`config.mk`:
```
export PLATFORM = sky130hd
export DESIGN_NAME = bitmap_range_fill_run_counter
export DESIGN_NICKNAME = d
export VERILOG_FILES = /design/src/rtl/core/bmrf_pkg.sv /design/src/rtl/core/bmrf_ctrl.sv /design/src/rtl/core/bmrf_datapath.sv /design/src/rtl/core/bitmap_range_fill_run_counter.sv
export VERILOG_INCLUDE_DIRS = /design/src /design/src/rtl/core
export SDC_FILE = /design/constraint.sdc
export NUM_CORES = 2
export LEC_CHECK = 0
export ABC_AREA = 1
export CORE_ASPECT_RATIO = 1.2
export CORE_UTILIZATION = 55
export CTS_BUF_LIST = sky130_fd_sc_hd__clkbuf_8
export DETAILED_ROUTE_END_ITERATION = 10
export DONT_BUFFER_PORTS = 1
export PLACE_DENSITY = 0.82
export SYNTH_ARGS = -nofsm -noshare
export SYNTH_HDL_FRONTEND = slang
export SYNTH_SLANG_ARGS = --single-unit
export TNS_END_PERCENT = 30
```
`constraint.sdc`:
```
create_clock -name clk -period 7.95 [get_ports clk]
set_input_delay 1.1925 -clock clk [delete_from_list [all_inputs] [get_ports clk]]
set_output_delay 1.1925 -clock clk [all_outputs]
set_load 0.02 [all_outputs]
```
`src/rtl/core/bitmap_range_fill_run_counter_macros.svh`:
```
// Assertion macros for the bitmap range fill run counter.
// Included by the top level; no other dependencies.
`ifndef BITMAP_RANGE_FILL_RUN_COUNTER_MACROS_SVH
`define BITMAP_RANGE_FILL_RUN_COUNTER_MACROS_SVH
`ifndef SYNTH
`define BMRF_ASSERT_IMPL(label, ante, cons) \
    label: assert property (@(posedge clk) disable iff (!rst_n) (ante) |-> (cons)) \
        else $error("bmrf: implication check failed");
`define BMRF_ASSERT_NEXT(label, ante, cons) \
    label: assert property (@(posedge clk) disable iff (!rst_n) (ante) |=> (cons)) \
        else $error("bmrf: next-cycle check failed");
`else
`define BMRF_ASSERT_IMPL(label, ante, cons)
`define BMRF_ASSERT_NEXT(label, ante, cons)
`endif
`endif

```
`src/rtl/core/bmrf_pkg.sv`:
```
// Shared types and constants for the bitmap range fill run counter.
// No dependencies.
package bmrf_pkg;

    localparam int CFG_W = 11;
    localparam int IDX_W = 10;
    localparam int RUN_W = 10;
    localparam logic [CFG_W-1:0] ACTIVE_LENGTH_RESET = 11'd1024;

    typedef enum logic [2:0] {
        ST_CLEAR,
        ST_IDLE,
        ST_PREP,
        ST_WALK,
        ST_DRAIN,
        ST_DONE
    } bmrf_state_t;

    typedef struct packed {
        logic clear_step;
        logic load;
        logic walk_step;
    } bmrf_cmd_t;

    typedef struct packed {
        logic clear_last;
        logic range_empty;
        logic walk_last;
        logic pipe_busy;
    } bmrf_status_t;

endpackage

```
`src/rtl/core/bmrf_ctrl.sv`:
```
// Controller state machine for the bitmap range fill run counter.
// Depends on bmrf_pkg for the state, command and status types.
module bmrf_ctrl (
    input  logic                  clk,
    input  logic                  rst_n,
    input  logic                  start,
    input  bmrf_pkg::bmrf_status_t status,
    output bmrf_pkg::bmrf_cmd_t    cmd,
    output logic                  busy,
    output logic                  done
);
    import bmrf_pkg::*;

    bmrf_state_t state_reg;
    bmrf_state_t state_next;

    always_ff @(posedge clk or negedge rst_n)
    begin
        if (!rst_n)
        begin
            state_reg <= ST_CLEAR;
        end
        else
        begin
            state_reg <= state_next;
        end
    end

    always_comb
    begin
        state_next = state_reg;
        case (state_reg)
            ST_CLEAR:
            begin
                if (status.clear_last)
                begin
                    state_next = ST_IDLE;
                end
            end
            ST_IDLE:
            begin
                if (start)
                begin
                    state_next = ST_PREP;
                end
            end
            ST_PREP:
            begin
                state_next = status.range_empty ? ST_DONE : ST_WALK;
            end
            ST_WALK:
            begin
                if (status.walk_last)
                begin
                    state_next = ST_DRAIN;
                end
            end
            ST_DRAIN:
            begin
                if (!status.pipe_busy)
                begin
                    state_next = ST_DONE;
                end
            end
            ST_DONE:
            begin
                state_next = ST_IDLE;
            end
            default:
            begin
                state_next = ST_IDLE;
            end
        endcase
    end

    always_comb
    begin
        cmd  = '0;
        busy = 1'b1;
        done = 1'b0;
        case (state_reg)
            ST_CLEAR:
            begin
                cmd.clear_step = 1'b1;
            end
            ST_IDLE:
            begin
                busy     = 1'b0;
                cmd.load = start;
            end
            ST_PREP:
            begin
            end
            ST_WALK:
            begin
                cmd.walk_step = 1'b1;
            end
            ST_DRAIN:
            begin
            end
            ST_DONE:
            begin
                done = 1'b1;
            end
            default:
            begin
                busy = 1'b0;
            end
        endcase
    end

endmodule

```
`src/rtl/core/bmrf_datapath.sv`:
```
// Datapath of the bitmap range fill run counter: bitmap memory, word walker,
// fill and popcount pipeline, running totals. Depends on bmrf_pkg.
module bmrf_datapath #(
    parameter int BITS      = 1024,
    parameter int WORD_BITS = 64
) (
    input  logic                                clk,
    input  logic                                rst_n,
    input  bmrf_pkg::bmrf_cmd_t                 cmd,
    output bmrf_pkg::bmrf_status_t              status,
    input  logic                                active_length_we,
    input  logic [bmrf_pkg::CFG_W-1:0]          active_length,
    input  logic [bmrf_pkg::IDX_W-1:0]          first_index,
    input  logic [bmrf_pkg::IDX_W-1:0]          last_index,
    input  logic                                fill_value,
    output logic [bmrf_pkg::RUN_W-1:0]          run_count
);
    import bmrf_pkg::*;

    localparam int NWORDS    = (BITS + WORD_BITS - 1) / WORD_BITS;
    localparam int TOTAL_POS = NWORDS * WORD_BITS;
    localparam int AW        = (NWORDS > 1) ? $clog2(NWORDS) : 1;
    localparam int CW        = $clog2(TOTAL_POS + 1);
    localparam int EW        = (CW > CFG_W) ? CW : CFG_W;
    localparam int RW        = (CW > RUN_W) ? CW : RUN_W;
    localparam int LW        = $clog2(WORD_BITS);
    localparam int PCW       = $clog2(WORD_BITS + 1);

    // Popcount as eight byte counts followed by their sum.
    function automatic logic [6:0] pop64(input logic [63:0] w);
        logic [6:0] total;
        logic [3:0] part;
        total = '0;
        for (int b = 0; b < 8; b++)
        begin
            part = '0;
            for (int i = 0; i < 8; i++)
            begin
                part = part + 4'(w[8*b+i]);
            end
            total = total + 7'(part);
        end
        return total;
    endfunction

    logic [WORD_BITS-1:0] mem [NWORDS];

    logic [CFG_W-1:0]     active_length_reg;
    logic [EW-1:0]        first_reg;
    logic [EW-1:0]        last_reg;
    logic                 fill_reg;
    logic                 empty_reg;
    logic [AW-1:0]        word_reg;
    logic [EW-1:0]        wbase_reg;

    logic                 v1_reg;
    logic                 first1_reg;
    logic [AW-1:0]        addr1_reg;
    logic [WORD_BITS-1:0] mask1_reg;
    logic [WORD_BITS-1:0] rdata_reg;

    logic                 v2_reg;
    logic                 first2_reg;
    logic [WORD_BITS-1:0] old2_reg;
    logic [WORD_BITS-1:0] new2_reg;

    logic                 v3_reg;
    logic [PCW-1:0]       ones_new_reg;
    logic [PCW-1:0]       ones_old_reg;
    logic [PCW-1:0]       pair_new_reg;
    logic [PCW-1:0]       pair_old_reg;

    logic                 old_top_reg;
    logic                 new_top_reg;
    logic [CW-1:0]        ones_reg;
    logic [CW-1:0]        pairs_reg;

    // Clamping of the incoming range to the active length.
    logic [EW-1:0] len_raw;
    logic [EW-1:0] len_eff;
    logic [EW-1:0] first_ext;
    logic [EW-1:0] last_ext;
    logic [EW-1:0] last_clamped;

    always_comb
    begin
        len_raw   = EW'(active_length_reg);
        first_ext = EW'(first_index);
        last_ext  = EW'(last_index);
        if (len_raw == '0)
        begin
            len_eff = EW'(1);
        end
        else if (len_raw > EW'(BITS))
        begin
            len_eff = EW'(BITS);
        end
        else
        begin
            len_eff = len_raw;
        end
        last_clamped = (last_ext > len_eff - EW'(1)) ? (len_eff - EW'(1)) : last_ext;
    end

    // Span mask of the word at the walker position.
    logic [EW-1:0]        wend;
    logic [EW-1:0]        lo_diff;
    logic [EW-1:0]        hi_diff;
    logic [LW-1:0]        lo;
    logic [LW-1:0]        hi;
    logic                 touched;
    logic [WORD_BITS-1:0] word_mask;
    logic [WORD_BITS-1:0] all_ones;

    always_comb
    begin
        all_ones = '1;
        wend     = wbase_reg + EW'(WORD_BITS - 1);
        lo_diff  = first_reg - wbase_reg;
        hi_diff  = last_reg - wbase_reg;
        lo       = (first_reg > wbase_reg) ? lo_diff[LW-1:0] : '0;
        hi       = (last_reg < wend) ? hi_diff[LW-1:0] : LW'(WORD_BITS - 1);
        touched  = !empty_reg && (wbase_reg <= last_reg) && (first_reg <= wend);
        word_mask = touched
            ? ((all_ones >> (LW'(WORD_BITS - 1) - hi)) & (all_ones << lo)) : '0;
    end

    logic [WORD_BITS-1:0] fill_word;
    assign fill_word = fill_reg ? (rdata_reg | mask1_reg) : (rdata_reg & ~mask1_reg);

    logic                 mem_we;
    logic [AW-1:0]        mem_waddr;
    logic [WORD_BITS-1:0] mem_wdata;

    always_comb
    begin
        mem_we    = cmd.clear_step || v1_reg;
        mem_waddr = cmd.clear_step ? word_reg : addr1_reg;
        mem_wdata = cmd.clear_step ? '0 : fill_word;
    end

    always_ff @(posedge clk)
    begin
        if (mem_we)
        begin
            mem[mem_waddr] <= mem_wdata;
        end
        if (cmd.walk_step)
        begin
            rdata_reg <= mem[word_reg];
        end
    end

    // Stage two: counts of ones and of one-one pairs, old and new word. The
    // pair across the boundary with the previous word is folded in here.
    logic [6:0] pop_on;
    logic [6:0] pop_oo;
    logic [6:0] pop_pn;
    logic [6:0] pop_po;
    logic       bnd_new;
    logic       bnd_old;

    always_comb
    begin
        pop_on  = pop64(64'(new2_reg));
        pop_oo  = pop64(64'(old2_reg));
        pop_pn  = pop64(64'(new2_reg & (new2_reg >> 1)));
        pop_po  = pop64(64'(old2_reg & (old2_reg >> 1)));
        bnd_new = !first2_reg && new_top_reg && new2_reg[0];
        bnd_old = !first2_reg && old_top_reg && old2_reg[0];
    end

    always_ff @(posedge clk)
    begin
        if (cmd.load)
        begin
            first_reg <= first_ext;
            last_reg  <= last_clamped;
            fill_reg  <= fill_value;
            empty_reg <= first_ext > last_clamped;
        end
        if (cmd.walk_step)
        begin
            mask1_reg  <= word_mask;
            addr1_reg  <= word_reg;
            first1_reg <= (word_reg == '0);
        end
        if (v1_reg)
        begin
            old2_reg   <= rdata_reg;
            new2_reg   <= fill_word;
            first2_reg <= first1_reg;
        end
        if (v2_reg)
        begin
            ones_new_reg <= PCW'(pop_on);
            ones_old_reg <= PCW'(pop_oo);
            pair_new_reg <= PCW'(pop_pn) + PCW'(bnd_new);
            pair_old_reg <= PCW'(pop_po) + PCW'(bnd_old);
            old_top_reg  <= old2_reg[WORD_BITS-1];
            new_top_reg  <= new2_reg[WORD_BITS-1];
        end
    end

    always_ff @(posedge clk or negedge rst_n)
    begin
        if (!rst_n)
        begin
            active_length_reg <= ACTIVE_LENGTH_RESET;
            word_reg          <= '0;
            wbase_reg         <= '0;
            v1_reg            <= 1'b0;
            v2_reg            <= 1'b0;
            v3_reg            <= 1'b0;
            ones_reg          <= '0;
            pairs_reg         <= '0;
        end
        else
        begin
            if (active_length_we)
            begin
                active_length_reg <= active_length;
            end
            if (cmd.load)
            begin
                word_reg  <= '0;
                wbase_reg <= '0;
            end
            else if (cmd.clear_step || cmd.walk_step)
            begin
                word_reg  <= word_reg + AW'(1);
                wbase_reg <= wbase_reg + EW'(WORD_BITS);
            end
            v1_reg <= cmd.walk_step;
            v2_reg <= v1_reg;
            v3_reg <= v2_reg;
            if (v3_reg)
            begin
                ones_reg  <= ones_reg + CW'(ones_new_reg) - CW'(ones_old_reg);
                pairs_reg <= pairs_reg + CW'(pair_new_reg) - CW'(pair_old_reg);
            end
        end
    end

    logic [RW-1:0] runs;
    assign runs      = RW'(ones_reg) - RW'(pairs_reg);
    assign run_count = runs[RUN_W-1:0];

    always_comb
    begin
        status.clear_last  = (word_reg == AW'(NWORDS - 1));
        status.range_empty = empty_reg;
        status.walk_last   = (word_reg == AW'(NWORDS - 1)) || (wbase_reg > last_reg);
        status.pipe_busy   = v1_reg || v2_reg || v3_reg;
    end

endmodule

```
`src/rtl/core/bitmap_range_fill_run_counter.sv`:
```
// Top level of the bitmap range fill run counter: controller plus datapath.
// Depends on bmrf_pkg, bmrf_ctrl, bmrf_datapath and the assertion macro header.
//
// Usage. A fill is started by holding start high with first_index, last_index
// and fill_value; it is taken at a rising edge where busy is low. The block
// writes fill_value over first_index..last_index (last_index clamped to the
// active length) and reports the number of runs of ones in the whole bitmap.
// The result beat appears on run_count with done high for exactly one cycle;
// the receiver cannot stall it and must take it in that cycle.
// Walk: the walker visits words from 0 up to the word after the last one in
// range, or up to the last word of the map, one memory read-modify-write per
// cycle; an empty range skips the walk. Each word passes through the memory
// read, the fill and write-back, the popcount registers and the running
// totals; done waits until all of them have drained. active_length is
// written with active_length_we; write it only while busy is low and no fill
// is in flight.
// Reset: the totals clear at once, then a clearing pass zeroes all NWORDS
// words of the bitmap (16 by default), one word a cycle, with busy held high.
`include "bitmap_range_fill_run_counter_macros.svh"

module bitmap_range_fill_run_counter #(
    parameter int BITS      = 1024,
    parameter int WORD_BITS = 64
) (
    input  logic                         clk,
    input  logic                         rst_n,
    input  logic                         start,
    output logic                         busy,
    input  logic [bmrf_pkg::IDX_W-1:0]   first_index,
    input  logic [bmrf_pkg::IDX_W-1:0]   last_index,
    input  logic                         fill_value,
    output logic                         done,
    output logic [bmrf_pkg::RUN_W-1:0]   run_count,
    input  logic                         active_length_we,
    input  logic [bmrf_pkg::CFG_W-1:0]   active_length
);
    import bmrf_pkg::*;

    bmrf_cmd_t    cmd;
    bmrf_status_t status;

    bmrf_ctrl u_ctrl (
        .clk    (clk),
        .rst_n  (rst_n),
        .start  (start),
        .status (status),
        .cmd    (cmd),
        .busy   (busy),
        .done   (done)
    );

    bmrf_datapath #(
        .BITS      (BITS),
        .WORD_BITS (WORD_BITS)
    ) u_datapath (
        .clk              (clk),
        .rst_n            (rst_n),
        .cmd              (cmd),
        .status           (status),
        .active_length_we (active_length_we),
        .active_length    (active_length),
        .first_index      (first_index),
        .last_index       (last_index),
        .fill_value       (fill_value),
        .run_count        (run_count)
    );

    // An accepted beat keeps the block busy until its result is out.
    `BMRF_ASSERT_NEXT(a_accept_busy, start && !busy, busy)
    // The result strobe lasts one cycle.
    `BMRF_ASSERT_NEXT(a_done_pulse, done, !done)
    // The result is shown only after the count pipeline has drained.
    `BMRF_ASSERT_IMPL(a_done_drained, done, !status.pipe_busy)
    // A new fill never starts on top of words still in the pipeline.
    `BMRF_ASSERT_IMPL(a_load_clean, cmd.load, !status.pipe_busy && !cmd.walk_step)

endmodule

```
==> run_results.csv <==
group,metric,value,unit
outcome,status,"finished, final reports clean",
detailed_routing,route.detailed.drc,0,
logic_synthesis,netlist_instances,5581,
detailed_routing,vias_per_cell,5.943,
cells_and_area,layout_common_cells,"edfxtp_1, nand2_1, inv_1, nor2_1, o21ai_0",
sta,relSlewSlack,0.1621,
run,maxCapViolCount,0,
sta,tightestPinTransition,1.254,ns
sta,setup_tns,0,ns
cells_and_area,regArea,0.04137,mm^2
sta,hold_viol,0,
clock_network,clk_latency,0.93,ns
detailed_routing,ant_nets,0,
placed_design,hpwlAfterDp,104000,um
setup_path,r2r_cells,23,
sta,max_freq,139.7,MHz
detailed_routing,routed_wl,165500,um
global_route,antenna_found_initial,3,
global_route,grtUsageTotal,0.2715,
global_route,grt_pass1_vias,43170,
detailed_routing,dr.pass1.iters,6,
setup_path,reg2reg_to,"u_datapath.ones_old_reg[6]$_DFFE_PP_",
clock_network,cts-root-buf,"clkbuf_8",
floorplan,die_x,317.8,um
min_path,hp-class,"input pin to async pin",
placed_design,io_buffers,0,
floorplan,rows,138,
floorplan,die-area,0.1211,mm^2
clock_network,post-cts-setup-buffers,0,
logic_synthesis,ys_ff_latch,1385,
cells_and_area,top_register,"u_datapath.mem",
cells_and_area,drive_gt1_frac,0.07404,
sta,period_minus_slack,7.156,ns
global_route,grt_overflow,0,
logic_synthesis,ys_types,52,
sta,drv_slew,0,
cells_and_area,fill_cells,8689,
floorplan,ios,48,
sta,setup_viol,0,
clock_network,cts_buffers,196,
detailed_routing,via_count,43360,
logic_synthesis,avgSynthCellArea,11.79,um^2
cells_and_area,final_nets,6092,
global_route,grt_pass1_wl,248500,um
clock_network,htree_levels,4,
floorplan,core_area,0.1183,mm^2
logic_synthesis,synth_ff_type,"edfxtp_1",
global_route,grt_max_degree,205,
cells_and_area,final_common_cell,"edfxtp_1",
sta,fin_worst_skew,0.04124,ns
clock_network,clk_path_buf_depth,3,
clock_network,tritoncts,"yes",
logic_synthesis,async_flop_share,0.03321,
logic_synthesis,yosys.area.top_type,"edfxtp_1",
floorplan,fp.dieH,381.0,um
sta,fin_crit_sh,0.9001,
placed_design,gp_congestion,0.9947,
setup_path,required,8.59,ns
setup_path,worstPathMaxFanout,4,
setup_path,criticalPathCategory,"flop to flop",
logic_synthesis,ys_top_cells_by_area,"edfxtp_1, fa_1, o21ai_0, nand2_1, ha_1",
setup_path,worstSetupEndpointType,"flop",
cells_and_area,multiInputGateArea,0.02106,mm^2
cells_and_area,largest_reg_flops,1024,
cells_and_area,syn2layout_area_growth,7.862,%
detailed_routing,drtIter0Drc,5263,
logic_synthesis,synth_top_cell_area_share,0.6109,
setup_path,r2r_slack,0.79,ns
clock_network,clock-sinks,1385,
clock_network,path_clk_slew,0.06,ns
logic_synthesis,synth_edf_count,1339,
setup_path,r2r-start,"u_datapath.old2_reg[8]$_DFFE_PP_",
floorplan,start_util,0.5565,
setup_path,arrival,7.80,ns
logic_synthesis,seq_area_frac_synth,0.6284,
logic_synthesis,ys_warn_count,0,
logic_synthesis,synth_area,0.06582,mm^2
setup_path,startpoint_type,"flop",
sta,rsz0062_at_grt,"no",
detailed_routing,wl_per_cell,22.68,um
[cell families (layout without fill, tap and decap cells)]
| kind of cell | after synthesis | after routing | synth area share |
|---|---|---|---|
| and+or+nand+nor | 1687 | 1687 | 0.1036 |
| other | 2 | 7 | 0.0001141 |
| buffers and inverters | 927 | 1097 | 0.05403 |
| DFF | 1385 | 1385 | 0.6284 |
| xor gates and xnor gates | 70 | 70 | 0.009315 |
| adders and majority gates | 450 | 450 | 0.1105 |
| AOI/OAI and AO/OA | 991 | 991 | 0.08224 |
| muxes | 69 | 69 | 0.01181 |
[metrics by stage]
stage / cell area [um^2] / setup WS, ns / utilization / hold slack (ns) / cells
2_1_floorplan: 65830 / 1.195 / - / 0.4003 / 5584
3_3_place_gp: 67440 / 0.9580 / 0.5702 / 0.4228 / 6947
3_5_place_dp: 67440 / 0.8436 / 0.5702 / 0.4318 / 6947
4_1_cts: 70990 / 0.7890 / 0.6002 / 0.04119 / 7294
5_1_grt: 70990 / 0.4794 / 0.6002 / 0.05888 / 7295
6_report: 70990 / 0.7939 / 0.6002 / 0.1173 / 7296
[routing by layer]
| metal | GRT usage | vias to the layer above | share of wire |
|---|---|---|---|
| met5 | 0 | - | 0 |
| met4 | 0.1461 | 0 | 0.051 |
| met3 | 0.04349 | 463 | 0.095 |
| met2 | 0.4577 | 2595 | 0.50 |
| met1 | 0.3373 | 21020 | 0.36 |
| li1 | - | 19280 | - |
[layout make-up]
type / count / area share
Multi-Input combinational cell: 3272 / 0.2967
Inverter: 704 / 0.03749
Clock buffer: 196 / 0.03800
Antenna cell: 2 / 0.00007050
Sequential cell: 1385 / 0.5828
Tap cell: 1540 / 0.02714
Timing Repair Buffer: 47 / 0.006309
Clock inverter: 150 / 0.01158
[what timing repair did]
item | CTS | global route
hold buffers | 1 | 0
gates resized for setup | 0 | 0
endpoints found under the hold margin | 45 | 0
setup endpoints to repair | 0 | 0
[Yosys cell counts (3+ instances only)]
master and number:
nand3_1 67, nand2_1 780, nor2_4 4, clkbuf_1 174
nand4_1 87, buf_1 6, nor3_1 27, nand2_2 7
nor2_1 688, o211ai_1 5, buf_4 4, buf_2 37
o22ai_1 265, inv_2 7, or2_2 8, xnor2_1 34
o21ai_0 600, dfrtp_1 45, nor3b_1 3, a31oi_1 4
fa_1 219, inv_1 696, edfxtp_1 1339, and3_1 3
o21bai_1 7, a21o_1 4, o31ai_1 4, ha_1 231
xor2_1 36, nor2_2 4, o21ai_1 3, a21oi_1 87
mux2_2 69, nand3_2 3
[worst max path at each step]
stage	endpoint	from
2_1_floorplan	u_datapath.pair_old_reg[6]$_DFFE_PP_	u_datapath.old2_reg[3]$_DFFE_PP_
3_3_place_gp	u_datapath.ones_old_reg[6]$_DFFE_PP_	u_datapath.old2_reg[8]$_DFFE_PP_
3_5_place_dp	u_datapath.pair_old_reg[6]$_DFFE_PP_	u_datapath.old2_reg[3]$_DFFE_PP_
4_1_cts	u_datapath.ones_old_reg[6]$_DFFE_PP_	u_datapath.old2_reg[8]$_DFFE_PP_
5_1_grt	u_datapath.ones_old_reg[6]$_DFFE_PP_	u_datapath.old2_reg[8]$_DFFE_PP_
6_report	u_datapath.ones_old_reg[6]$_DFFE_PP_	u_datapath.old2_reg[8]$_DFFE_PP_
[critical path, stage by stage, from the launching register on]
cell	delay (ns)
edfxtp_1	0.40
ha_1	0.30
inv_1	0.06
fa_1	0.51
fa_1	0.54
fa_1	0.47
fa_1	0.40
xnor2_1	0.15
ha_1	0.36
a21oi_1	0.16
nand2_1	0.09
xor2_1	0.25
fa_1	0.46
fa_1	0.52
fa_1	0.52
fa_1	0.55
inv_1	0.04
ha_1	0.34
a21oi_1	0.14
inv_1	0.05
a31oi_1	0.22
o21ai_0	0.12
a21oi_1	0.16
xnor2_1	0.08
Power is not shown: default switching activity piles up to over one toggle a cycle in this logic, so the estimate is an artifact.
